===== config.mk =====
export PLATFORM = sky130hd
export DESIGN_NAME = dense_to_csr_threshold_compactor
export DESIGN_NICKNAME = d
export VERILOG_FILES = /design/src/sv/dtc_pkg.sv /design/src/sv/dtc_engine.sv /design/src/sv/dtc_result_queue.sv /design/src/sv/dense_to_csr_threshold_compactor.sv
export SDC_FILE = /design/constraint.sdc
export NUM_CORES = 1
export LEC_CHECK = 0
export CORE_ASPECT_RATIO = 1.75
export CORE_UTILIZATION = 43
export CTS_CLUSTER_DIAMETER = 40
export DETAILED_ROUTE_END_ITERATION = 8
export DONT_BUFFER_PORTS = 1
export PLACE_DENSITY = 0.64
export SLEW_MARGIN = 20
export SYNTH_ARGS = -nofsm -noshare
export SYNTH_HDL_FRONTEND = slang
export SYNTH_HIERARCHICAL = 1
export SYNTH_SLANG_ARGS = --single-unit

===== constraint.sdc =====
create_clock -name clock -period 5.71 [get_ports clock]
set_input_delay 1.142 -clock clock [delete_from_list [all_inputs] [get_ports clock]]
set_output_delay 1.142 -clock clock [all_outputs]
set_load 0.005 [all_outputs]

===== src/sv/dtc_pkg.sv =====
// Shared types and constants for the dense-to-CSR threshold compactor.
package dtc_pkg;

   localparam longint unsigned MaxColumns = 64'd65536;
   localparam logic [15:0] ColCap =
      (MaxColumns - 64'd1 > 64'd65535) ? 16'hFFFF : 16'(MaxColumns - 64'd1);

   localparam logic [31:0] MagMask    = 32'h7FFF_FFFF;
   localparam logic [31:0] ExpAllOnes = 32'h7F80_0000;
   localparam logic [31:0] KeptMax    = 32'hFFFF_FFFF;

   localparam int unsigned ResultDepth = 4;

   localparam logic KIND_ENTRY = 1'b0;
   localparam logic KIND_ROW   = 1'b1;

   typedef struct packed {
      logic [31:0] element_bits;
      logic        row_end;
   } req_type;

   typedef struct packed {
      logic        result_kind;
      logic [15:0] column_index;
      logic [31:0] value_bits;
      logic [31:0] row_offset;
      logic        last_of_run;
   } rsp_type;

   typedef struct packed {
      logic    entry_vld;
      logic    row_vld;
      rsp_type entry;
      rsp_type row;
   } push_type;

endpackage


===== src/sv/dtc_engine.sv =====
// Keep test, column and kept-count tracking, threshold register.
module dtc_engine (
   input  logic             clock,
   input  logic             reset,
   input  logic             csr_wr,
   input  logic [31:0]      csr_wdata,
   input  logic             advance,
   input  dtc_pkg::req_type item,
   output dtc_pkg::push_type push
);
   import dtc_pkg::*;

   logic [31:0] thr_ff;
   logic [31:0] thr_in;
   logic [15:0] col_ff;
   logic [15:0] col_in;
   logic [31:0] kept_ff;
   logic [31:0] kept_in;

   logic [31:0] mag;
   logic [31:0] thr_mag;
   logic        is_nan;
   logic        keep;
   logic [15:0] col;
   logic [31:0] kept_new;

   always_comb begin
      mag      = item.element_bits & MagMask;
      thr_mag  = thr_ff & MagMask;
      is_nan   = (mag > ExpAllOnes) || (thr_mag > ExpAllOnes);
      keep     = !is_nan && (thr_ff[31] || (mag >= thr_mag));
      col      = (col_ff > ColCap) ? ColCap : col_ff;
      kept_new = (keep && (kept_ff != KeptMax)) ? kept_ff + 32'd1 : kept_ff;

      push.entry_vld          = advance & keep;
      push.row_vld            = advance & item.row_end;
      push.entry.result_kind  = KIND_ENTRY;
      push.entry.column_index = col;
      push.entry.value_bits   = item.element_bits;
      push.entry.row_offset   = kept_new;
      push.entry.last_of_run  = ~item.row_end;
      push.row.result_kind    = KIND_ROW;
      push.row.column_index   = '0;
      push.row.value_bits     = '0;
      push.row.row_offset     = kept_new;
      push.row.last_of_run    = 1'b1;

      thr_in  = csr_wr ? csr_wdata : thr_ff;
      kept_in = kept_ff;
      col_in  = col_ff;
      if (advance) begin
         kept_in = kept_new;
         if (item.row_end) begin
            col_in = '0;
         end else if (col < ColCap) begin
            col_in = col + 16'd1;
         end else begin
            col_in = ColCap;
         end
      end
   end

   always_ff @(posedge clock) begin
      if (reset) begin
         thr_ff  <= '0;
         col_ff  <= '0;
         kept_ff <= '0;
      end else begin
         thr_ff  <= thr_in;
         col_ff  <= col_in;
         kept_ff <= kept_in;
      end
   end

endmodule


===== src/sv/dtc_result_queue.sv =====
// Result queue: takes up to two results a cycle, hands out one while rsp_stall is low.
module dtc_result_queue #(
   parameter int unsigned DEPTH = dtc_pkg::ResultDepth
) (
   input  logic              clock,
   input  logic              reset,
   input  dtc_pkg::push_type push,
   output logic              room,
   output logic              rsp_valid,
   input  logic              rsp_stall,
   output dtc_pkg::rsp_type  rsp_data
);
   import dtc_pkg::*;

   localparam int unsigned PtrW = (DEPTH > 1) ? $clog2(DEPTH) : 1;
   localparam int unsigned CntW = $clog2(DEPTH + 1);
   localparam logic [PtrW-1:0] PtrLast = PtrW'(DEPTH - 1);

   rsp_type         mem_ff [DEPTH];
   logic [PtrW-1:0] wptr_ff;
   logic [PtrW-1:0] wptr_in;
   logic [PtrW-1:0] rptr_ff;
   logic [PtrW-1:0] rptr_in;
   logic [CntW-1:0] count_ff;
   logic [CntW-1:0] count_in;

   logic [PtrW-1:0] wptr1;
   logic [PtrW-1:0] wptr2;
   logic [PtrW-1:0] row_ptr;
   logic [1:0]      n_push;
   logic            pop;

   always_comb begin
      wptr1    = (wptr_ff == PtrLast) ? '0 : wptr_ff + PtrW'(1);
      wptr2    = (wptr1 == PtrLast) ? '0 : wptr1 + PtrW'(1);
      row_ptr  = push.entry_vld ? wptr1 : wptr_ff;
      n_push   = {1'b0, push.entry_vld} + {1'b0, push.row_vld};
      pop      = (count_ff != '0) && !rsp_stall;
      count_in = CntW'(count_ff + CntW'(n_push) - CntW'(pop));
      case (n_push)
         2'd1:    wptr_in = wptr1;
         2'd2:    wptr_in = wptr2;
         default: wptr_in = wptr_ff;
      endcase
      rptr_in   = pop ? ((rptr_ff == PtrLast) ? '0 : rptr_ff + PtrW'(1)) : rptr_ff;
      room      = count_ff <= CntW'(DEPTH - 2);
      rsp_valid = count_ff != '0;
      rsp_data  = mem_ff[rptr_ff];
   end

   always_ff @(posedge clock) begin
      if (push.entry_vld) begin
         mem_ff[wptr_ff] <= push.entry;
      end
      if (push.row_vld) begin
         mem_ff[row_ptr] <= push.row;
      end
   end

   always_ff @(posedge clock) begin
      if (reset) begin
         wptr_ff  <= '0;
         rptr_ff  <= '0;
         count_ff <= '0;
      end else begin
         wptr_ff  <= wptr_in;
         rptr_ff  <= rptr_in;
         count_ff <= count_in;
      end
   end

endmodule


===== src/sv/dense_to_csr_threshold_compactor.sv =====
// Top level of the dense-to-CSR threshold compactor.
//
//   channel  direction  handshake              payload
//   req      in         req_valid / req_stall  req_data  (element_bits, row_end)
//   rsp      out        rsp_valid / rsp_stall  rsp_data  (kind, column, value, offset, last)
//   csr      in         csr_valid / csr_ready  csr_wdata (threshold_bits)
//
// One request a cycle enters the input register while req_stall is low; it is classified
// once the queue has room, and its zero, one or two results are registered in the result queue.
// Sustained rate is one request per cycle while requests give at most one result and rsp_stall
// stays low; the single-result output port holds the input back for a kept row end.
// Reset is synchronous and clears the threshold, column counter, kept count and queue.
// req_stall rises only when the input register is full and the queue lacks room for two.
module dense_to_csr_threshold_compactor #(
   parameter int unsigned RESULT_DEPTH = dtc_pkg::ResultDepth
) (
   input  logic             clock,
   input  logic             reset,
   input  logic             req_valid,
   output logic             req_stall,
   input  dtc_pkg::req_type req_data,
   output logic             rsp_valid,
   input  logic             rsp_stall,
   output dtc_pkg::rsp_type rsp_data,
   input  logic             csr_valid,
   output logic             csr_ready,
   input  logic [31:0]      csr_wdata
);
   import dtc_pkg::*;

   req_type  in_ff;
   req_type  in_in;
   logic     in_vld_ff;
   logic     in_vld_in;
   logic     room;
   logic     advance;
   logic     accept;
   push_type push;

   always_comb begin
      csr_ready = 1'b1;
      advance   = in_vld_ff & room;
      req_stall = in_vld_ff & ~room;
      accept    = req_valid & ~req_stall;
      in_in     = accept ? req_data : in_ff;
      in_vld_in = accept | (in_vld_ff & ~advance);
   end

   always_ff @(posedge clock) begin
      in_ff <= in_in;
   end

   always_ff @(posedge clock) begin
      if (reset) begin
         in_vld_ff <= 1'b0;
      end else begin
         in_vld_ff <= in_vld_in;
      end
   end

   dtc_engine u_engine (
      .clock     (clock),
      .reset     (reset),
      .csr_wr    (csr_valid & csr_ready),
      .csr_wdata (csr_wdata),
      .advance   (advance),
      .item      (in_ff),
      .push      (push)
   );

   dtc_result_queue #(
      .DEPTH (RESULT_DEPTH)
   ) u_queue (
      .clock     (clock),
      .reset     (reset),
      .push      (push),
      .room      (room),
      .rsp_valid (rsp_valid),
      .rsp_stall (rsp_stall),
      .rsp_data  (rsp_data)
   );

endmodule


---- Word level (Yosys, flattened, before mapping) ----
Memories as Yosys holds them, arrays and structs flattened. A register that Yosys moved wholly into a read port is not among the register bits.
Index checks and enable logic that the tools add are counted.
operators by class
  add/subtract/negate cells ............... 8
  $lt $le $gt $ge ......................... 6
  eq/ne operators ......................... 6
  multiplexer cells ....................... 15
  bitwise logic cells ..................... 11
  reduce and logical (&&, ||, !) cells .... 9
operators with widths
  cell                                                                               count
  31-bit greater-than comparator (second input constant)                             2
  16-bit two-way mux                                                                 3
  32-bit by 1-bit adder with 32-bit output (second input constant)                   1
  32-bit two-way mux                                                                 1
  32-bit inequality test (second input constant)                                     1
  31-bit greater-or-equal comparator                                                 1
  16-bit by 1-bit adder with 16-bit output (second input constant)                   1
  16-bit greater-than comparator (second input constant)                             1
  16-bit < comparator (second input constant)                                        1
  2-bit two-way mux                                                                  6
  2-bit equality test (second input constant)                                        4
  2-bit by 1-bit adder with 2-bit output (second input constant)                     3
  1-bit bitwise AND                                                                  6
  1-bit two-way mux                                                                  4
  1-bit inverter                                                                     4
  2-bit one-hot mux with 2 select lines                                              1
  3-bit by 2-bit adder with 3-bit output                                             1
  3-bit by 2-bit less-or-equal comparator with 1-bit output (second input constant)  1
  1-bit logical AND                                                                  3
  3-bit nonzero test                                                                 1
  3-bit by 1-bit subtractor with 3-bit output                                        1
  1-bit by 1-bit adder with 2-bit output                                             1
  2-bit by 1-bit equality test with 1-bit output (second input constant)             1
  1-bit logical NOT                                                                  2
  other kinds (3)                                                                    4
storage, ports and cells
  register bits after elaboration ......... 121
  RAM bits ................................ 328
  input port bits ......................... 70
  output and inout port bits .............. 85
  memories kept ........................... 1
memory list
  memory          words  bits a word  read ports  clocked after memory_dff  write ports  line                    RTL
  u_queue.mem_ff  4      82           1           1                         2            dtc_result_queue.sv:19  rsp_type mem_ff [DEPTH];

---- Logic depth before layout (Yosys ltp) ----
Gate-level depths: netlist (run 1).
  depth in word-level cells ............... 8
  gate-level depth with buffers ........... 20
  depth with buffers taken out ............ 18

---- Cells and area by module ----
The synthesis (run 1) kept the hierarchy.
by module, submodules not included
  module                            instances  cells an instance  area each (µm²)  sequential area each (µm²)
  dtc_result_queue                  1          865                16704.8          10029.6
  dtc_engine                        1          740                5975.7           1601.5
  dense_to_csr_threshold_compactor  1          40                 1058.5           1011.0

---- Worst setup path before layout (run 1) ----
OpenSTA, ideal clock, no wires.
  path type ............................... flip-flop to flip-flop
  from .................................... register in_ff[5] (netlist name)
  to ...................................... memory u_queue/mem_ff[2][0] (netlist name) (enable)
  arrival time ............................ 4784 ps
  setup slack ............................. 487 ps
  cell stages (with the launch flop) ...... 14
  buffers on the path ..................... 4
  period minus slack after synthesis ...... 5223 ps
  path through ............................ edfxtp_1 ha_1 a21o_1 a211o_1 a41oi_1 o221ai_4 o21ai_2 clkbuf_1 nor2_1 buf_4 o41ai_2 buf_4 buf_4 a21o_1
RTL lines
  element                 line                                    RTL
  start, declared         dense_to_csr_threshold_compactor.sv:31  req_type in_ff;
  start signal, assigned  dense_to_csr_threshold_compactor.sv:50  in_ff <= in_in;
  end, declared           dtc_result_queue.sv:19

==> results of run 1 <==
## layer usage
layer,up-vias,track usage,share of wire
li1,5984,-,-
met1,6491,0.215,0.38
met2,271,0.369,0.54
met3,86,0.0360,0.047
met4,0,0.0684,0.029
met5,-,0,0
## area by class of cell
class / count / area (sq um) / share of cell area
multi-input combinational: 988 / 9680 / 0.386
clock buffer: 64 / 1250 / 0.0498
sequential: 451 / 12600 / 0.504
tap: 690 / 863 / 0.0344
timing repair buffer: 26 / 270 / 0.0108
inverter: 51 / 191 / 0.00763
clock inverter: 19 / 189 / 0.00753
antenna: 3 / 7.51 / 0.000299
## per-stage QoR
step / instance area (sq um) / total power (W) / hold slack (ps) / std cells / utilization
3_3_place_gp: 23700 / 0.00553 / 454 / 2206 / 0.435
4_1_cts: 25100 / 0.00848 / 478 / 2289 / 0.461
3_5_place_dp: 23700 / 0.00556 / 470 / 2206 / 0.435
5_1_grt: 25100 / 0.00870 / 509 / 2291 / 0.461
6_report: 25100 / 0.00836 / 476 / 2292 / 0.461
2_1_floorplan: 23900 / 0.00514 / 452 / 1694 / -
## cells by family after synthesis
family,share of synthesized area
xor gates and xnor gates,0.0140
and+or+nand+nor,0.0619
DFF,0.533
muxes,0.258
buffers and inverters,0.0709
adders and majority gates,0.0235
other,0.000474
AOI/OAI and AO/OA,0.0391
## layout by cell type, fill, tap and decap left out, types with 4 or more instances in the layout
master and n:
a211oi_1 16, a21o_1 5, a21oi_1 54, and2_1 5, and3_1 12, buf_12 6, buf_4 20, clkbuf_1 15
clkbuf_16 46, clkinv_1 5, clkinv_2 4, conb_1 52, dfxtp_1 88, edfxtp_1 361, ha_1 43, inv_1 47
mux2_1 116, mux2_2 167, mux2_4 50, mux2i_1 33, mux4_2 82, nand2_1 39, nand3_1 21, nand4_1 23
nor2_1 71, nor2b_1 8, nor3_1 25, nor4_1 8, nor4_2 4, o2111ai_1 4, o21a_1 5, o21ai_0 21
o31ai_1 11, or3_1 14, or4_1 12, xnor2_1 16, xor2_1 22
## where the power goes
group / leakage (nW) / switching (W) / internal [W]
clock: 0.693 / 0.00128 / 0.00163
combinational: 4.12 / 0.000787 / 0.000631
sequential: 4.09 / 0.000190 / 0.00384
## worst min path at each step
stage | endpoint | slack [ps] | depth (start not counted) | startpoint
after floorplan | u_engine/kept_ff[21]$_SDFFE_PP0P_ | 450 | 2 | u_engine/kept_ff[21]$_SDFFE_PP0P_
after global placement | u_engine/kept_ff[23]$_SDFFE_PP0P_ | 450 | 2 | u_engine/kept_ff[23]$_SDFFE_PP0P_
after detailed placement | u_engine/kept_ff[21]$_SDFFE_PP0P_ | 470 | 2 | u_engine/kept_ff[21]$_SDFFE_PP0P_
after CTS | u_engine/kept_ff[21]$_SDFFE_PP0P_ | 480 | 2 | u_engine/kept_ff[21]$_SDFFE_PP0P_
after global routing | u_engine/kept_ff[21]$_SDFFE_PP0P_ | 510 | 2 | u_engine/kept_ff[21]$_SDFFE_PP0P_
final | u_engine/kept_ff[21]$_SDFFE_PP0P_ | 480 | 2 | u_engine/kept_ff[21]$_SDFFE_PP0P_
## worst max-delay path: stages, from the launching register on
cell and delay [ps]:
edfxtp_1 480, ha_1 360, nand4_1 190, nor4_2 430, o2111ai_1 280, o221ai_4 380
o21ai_2 120, nor2_1 100, buf_4 230, inv_1 120, ha_1 300, nor3_1 330
nand2b_1 160, ha_1 140, inv_1 50, fa_1 370, xnor2_1 180, xnor2_1 140
nor2_1 50
## state kept, by name, indices dropped and copies added, names as in the netlist, named ones only
signal / cells
u_queue/rptr_ff: 2
u_queue/count_ff: 3
in_ff: 33
in_vld_ff: 1
u_queue/wptr_ff: 2
u_engine/kept_ff: 32
u_engine/thr_ff: 32
u_queue/mem_ff: 328
u_engine/col_ff: 16
==> impl_metrics.csv, run 1 <==
group,metric,value,unit
status,status,"finished, violations left",
status,violations,"DRC",
sta,timing.final.ws_setup,1210,ps
synth,synthTopCellsByArea,"edfxtp_1, mux2_2, mux4_2",
synth,synth.most_common_cell,"edfxtp_1",
worst_setup_path,reg2reg_to,"u_queue/count_ff[2]$_SDFF_PP0_",
worst_setup_path,cp_max_fo,14,
synth,synth_area_leader_cell,"edfxtp_1",
synth,synth_area,23700,sq um
worst_setup_path,crit_required,6190,ps
global_route,grt_max_degree,95,
detailed_routing,drc,12,
worst_setup_path,reg2reg_slack,1210,ps
power,ir_drop,0.247,mV
flow_run,maxCapViolCount,0,
worst_setup_path,r2r-start,"in_ff[23]$_DFFE_PP_",
detailed_routing,drt_iter0_markers,709,
placed_design,dpl_worst_slack,1260,ps
cts,clkTransAtPathRegs,60,ps
sta,hold_viol,0,
detailed_routing,drt_pass1_iterations,7,
worst_setup_path,critPathKind,"reg2reg",
sta,period_needed,4500,ps
synth,seq_area_frac_synth,0.533,
layout,layout-area-overhead-vs-synth,5.72,%
placed_design,gp_congestion,0.801,
cts,cts_setup_buffers,0,
global_route,antenna_found_initial,3,
layout,n_fill_cell,4721,
floorplanning,io_pins,155,
placed_design,dp_hpwl,34100,um
sta,grt_setup_unrepaired,"no",
detailed_routing,ant_nets,0,
global_route,track_usage,0.194,
worst_hold_path,hp-class,"reg2reg",
synth,synth_top_area_share,0.457,
layout,drive_above_1_share,0.265,
power,p_leak,8.90,nW
sta,fin_worst_skew,28.8,ps
sta,setup-violations-final,0,
detailed_routing,detail_route.wl_per_cell,23.6,um
cts,cts_tree,"done",
synth,ys.warnings.count,6,
detailed_routing,vias,12800,
layout,nNetsFinal,1677,
floorplanning,dieArea,56200,sq um
power,power.density,333,nW/um^2
sta,slew_viol_final,0,
worst_setup_path,r2r_cells,18,
detailed_routing,viasPerCell,5.60,
worst_setup_path,start_kind,"register",
sta,maxSlewHeadroom,0.281,
placed_design,io_buffers,0,
worst_setup_path,arrival,4980,ps
cts,cts_hold_buffers,0,
global_route,grt_pass1_vias,13400,
synth,synth-edff-count,361,
detailed_routing,drt-total-wl,54000,um
worst_setup_path,critPathCaptureType,"register",
synth,async_reset_ff_frac,0,
cts,h-tree-depth,2,
synth,yosys-top-cells-count,"edfxtp_1, mux2_2, buf_4",
synth,ys_seq_elements,451,
floorplanning,core,54400,sq um
global_route,grt_pass1_wl,82300,um
floorplanning,initial_core_util,0.436,
global_route,grt_overflow,0,
sta,worst_slew_pin_slew,1080,ps
synth,synth_area_per_cell,14.4,sq um
cts,cts_buffers,45,
sta,setup_tns,0,ps
cts,cts.sinks,451,
floorplanning,die_h,313,um
synth,ys_types,72,
floorplanning,die_w,180,um
synth,ys.flop_type,"edfxtp_1",
sta,fin_crit_sh,0.788,
sta,fmax,222,MHz
worst_setup_path,crit_start,"in_ff[23]$_DFFE_PP_",
cts,cts_resized,0,
worst_setup_path,endpoint,"u_queue/count_ff[2]$_SDFF_PP0_",
cts,clock-root-buffer,"clkbuf_16",
cts,clockBufferDepth,3,
floorplanning,rows,113,
synth,synth_cells,1645,
cts,worstSkewPairLatency,590,ps
Note: power is estimated with default switching activity, not from simulation.
==> run 2, diff against run 1 <==
--- a/config.mk
+++ b/config.mk
@@ -5,12 +5,13 @@
 export SDC_FILE = /design/constraint.sdc
 export NUM_CORES = 1
 export LEC_CHECK = 0
+export ABC_AREA = 1
 export CORE_ASPECT_RATIO = 1.75
 export CORE_UTILIZATION = 43
 export CTS_CLUSTER_DIAMETER = 40
 export DETAILED_ROUTE_END_ITERATION = 8
 export DONT_BUFFER_PORTS = 1
-export PLACE_DENSITY = 0.64
+export PLACE_DENSITY = 0.66
 export SLEW_MARGIN = 20
 export SYNTH_ARGS = -nofsm -noshare
 export SYNTH_HDL_FRONTEND = slang
==> constraint.sdc (replaced) <==
create_clock -name clock -period 3.75 [get_ports clock]
set_input_delay 0.75 -clock clock [delete_from_list [all_inputs] [get_ports clock]]
set_output_delay 0.75 -clock clock [all_outputs]
set_load 0.005 [all_outputs]
==> run 2 against run 1 <==
Compared with the run above: the run now ends clean; worst hold slack got worse by 220 ps; synthesized cell count increased by 90%; sequential power increased by 56%; cell count increased by 64%.
==> impl_metrics.csv, run 2 <==
group,metric,value,unit
status,status,"finished clean",
sta,setup_tns,0,ps
layout,largest-register,"u_queue/mem_ff",
synth,ys_seq_elements,451,
power,p_leak,11.2,nW
floorplanning,die_h,327,um
power,ir_drop,0.475,mV
layout,layout_commonest_cell,"nand2_1",
sta,hold_viol,0,
layout,final_core_util,0.463,
sta,worst_slew_pin_slew,940,ps
layout,largest_reg_flops,328,
floorplanning,rows,118,
synth,synth_top_area_share,0.418,
sta,maxSlewHeadroom,0.373,
synth,ys_types,42,
synth,synth_area_leader_cell,"edfxtp_1",
worst_setup_path,arrival,3780,ps
global_route,track_usage,0.244,
detailed_routing,met1Wirelength,28600,um
worst_setup_path,cp_max_fo,22,
layout,nNetsFinal,3061,
power,seqPwrFrac,0.381,
cts,cts.sinks,451,
sta,setup-violations-final,0,
synth,synth_area,26000,sq um
synth,synthTopCellsByArea,"edfxtp_1, nand2_1, nand4_1",
layout,n_fill_cell,5795,
cts,cts_resized,0,
cts,clkTransAtPathRegs,60,ps
layout,layout_common_cells,"nand2_1, nand4_1, edfxtp_1, nor2_1, o21ai_0",
layout,drive_above_1_share,0.0663,
worst_setup_path,r2r-start,"in_ff[15]$_DFFE_PP_",
worst_setup_path,cp.buffers_inverters,5,
placed_design,dp_hpwl,45100,um
detailed_routing,drc,0,
synth,ys.flop_type,"edfxtp_1",
cts,cts_hold_buffers,0,
detailed_routing,drt_iter0_markers,1412,
synth,seq_area_frac_synth,0.487,
sta,slew_viol_final,0,
cts,clockBufferDepth,3,
synth,synth_area_per_cell,8.29,sq um
cts,cts_tree,"done",
worst_hold_path,hold_depth,0,
placed_design,io_buffers,0,
detailed_routing,drt-total-wl,76300,um
layout,layout-area-overhead-vs-synth,5.79,%
detailed_routing,ant_nets,0,
worst_setup_path,cp_top_family,"simple AND/OR/NAND/NOR gates",
sta,grt_setup_unrepaired,"no",
synth,async_reset_ff_frac,0,
cts,worstSkewPairLatency,580,ps
global_route,grt_pass1_vias,20900,
cts,h-tree-depth,2,
synth,yosys-top-cells-count,"nand2_1, nand4_1, edfxtp_1",
power,switching_share,0.382,
floorplanning,dieArea,61400,sq um
floorplanning,die_w,188,um
global_route,grt_pass1_wl,118000,um
cts,cts_buffers,50,
worst_hold_path,hold_start,"req_data[12]",
synth,synth-edff-count,361,
sta,holdWs,260,ps
power,p_clk_frac,0.306,
synth,ys.warnings.count,6,
power,power.density,603,nW/um^2
power,p_sw,0.00633,W
floorplanning,core,59400,sq um
worst_setup_path,crit_start,"in_ff[15]$_DFFE_PP_",
sta,fmax,286,MHz
sta,fin_worst_skew,18.9,ps
sta,fin_crit_sh,0.932,
floorplanning,initial_core_util,0.437,
worst_setup_path,start_kind,"register",
detailed_routing,vias,21300,
worst_setup_path,crit_required,4030,ps
global_route,grt_max_degree,165,
detailed_routing,drt_pass1_iterations,6,
detailed_routing,wl_met2,40100,um
layout,top_regs,"u_queue/mem_ff: 328 flops, in_ff: 33 flops",
detailed_routing,viasPerCell,5.66,
detailed_routing,detail_route.wl_per_cell,20.2,um
synth,synth.most_common_cell,"nand2_1",
synth,synth_cells,3131,
worst_hold_path,hp-class,"in2reg",
flow_run,maxCapViolCount,0,
global_route,grt_overflow,0,
detailed_routing,wl_met3,4930,um
detailed_routing,top_layer,"met5",
worst_setup_path,cp_num_cells,19,
worst_setup_path,critPathCaptureType,"register",
power,p_int,0.0102,W
worst_setup_path,slowest_stage,"edfxtp_1",
sta,period_needed,3500,ps
placed_design,place_area,25800,sq um
worst_setup_path,max_stage_delay,490,ps
worst_setup_path,r2r_cells,19,
worst_setup_path,crit_path_frequent_cell,"nor2_1",
floorplanning,io_pins,155,
cts,cts_setup_buffers,0,
power,total_power,0.0166,W
worst_setup_path,critPathKind,"reg2reg",
worst_setup_path,cp_cell_sequence,"ha_1 > nand2_1 > nor2_1 > nand2_1 > nor2_1 > inv_1 > nor2_1 > nor2_1 > nand2_2 > nand2_1 > nor2_1 > buf_4 > inv_4 > nand2_2 > nand2_8 > inv_4 > nand3_4 > nand2_4 > buf_4",
cts,clock-root-buffer,"clkbuf_16",
placed_design,gp_congestion,0.940,
layout,fin_area,27500,sq um
global_route,antenna_found_initial,2,
power,p_comb_frac,0.314,
-- run 2: cell types whose count changed after synthesis, sizes merged, moves of 105 or more --
cell	change
nand4	+352
mux2	-333
o21ai	+155
nor2	+228
inv	+105
nand2	+921
-- run 2: cells by family (layout without fill, tap and decap cells) --
group                    count (synthesis)  count (layout)  share of synthesized area
AND/OR/NAND/NOR                       1748            1748                      0.299
AO/OA/AOI/OAI                          353             353                     0.0753
adder cells (fa/ha/maj)                 44              44                     0.0215
buffers and inverters                  510             318                      0.109
flip-flops                             451             451                      0.487
XOR/XNOR                                22              22                    0.00742
other                                    3              53                   0.000434
-- run 2: per-layer routing --
layer | global-route usage | vias up
li1 | - | 10300
met1 | 0.279 | 10100
met2 | 0.451 | 730
met3 | 0.0334 | 138
met4 | 0.0997 | 2
met5 | 0 | -
-- run 2: final cells by class --
class | count | area (sq um) | share of cell area
Inverter | 157 | 604 | 0.0220
Timing Repair Buffer | 68 | 776 | 0.0282
Clock inverter | 30 | 303 | 0.0110
Tap cell | 780 | 976 | 0.0355
Sequential cell | 451 | 12600 | 0.460
Antenna cell | 1 | 2.50 | 0.0000911
Multi-Input combinational cell | 2219 | 10800 | 0.393
Clock buffer | 63 | 1370 | 0.0499
-- run 2: through the flow --
stage / cells / setup WS (ps)
after floorplan: 3180 / 201
after global placement: 3674 / 116
after detailed placement: 3675 / 130
after CTS: 3768 / 117
after global routing: 3768 / 23.5
final: 3769 / 253
-- run 2: path summary, 6_finish.rpt --
check | endpoint | slack [ps]
worst max-delay path | u_queue/mem_ff[1][39]$_DFFE_PP_ | 250
worst min-delay path | in_ff[12]$_DFFE_PP_ | 260
worst max register to register | u_queue/mem_ff[1][39]$_DFFE_PP_ | 250
worst min register to register | u_engine/thr_ff[31]$_SDFFE_PP0P_ | 480
-- run 2: power by group through the flow --
stage / clock [W] / combinational, W / sequential, W
finish: 0.00506 / 0.00519 / 0.00630
global route: 0.00530 / 0.00571 / 0.00635
CTS: 0.00513 / 0.00521 / 0.00630
detailed placement: 0 / 0.00520 / 0.00641
global placement: 0 / 0.00513 / 0.00640
floorplan: 0 / 0.00377 / 0.00633
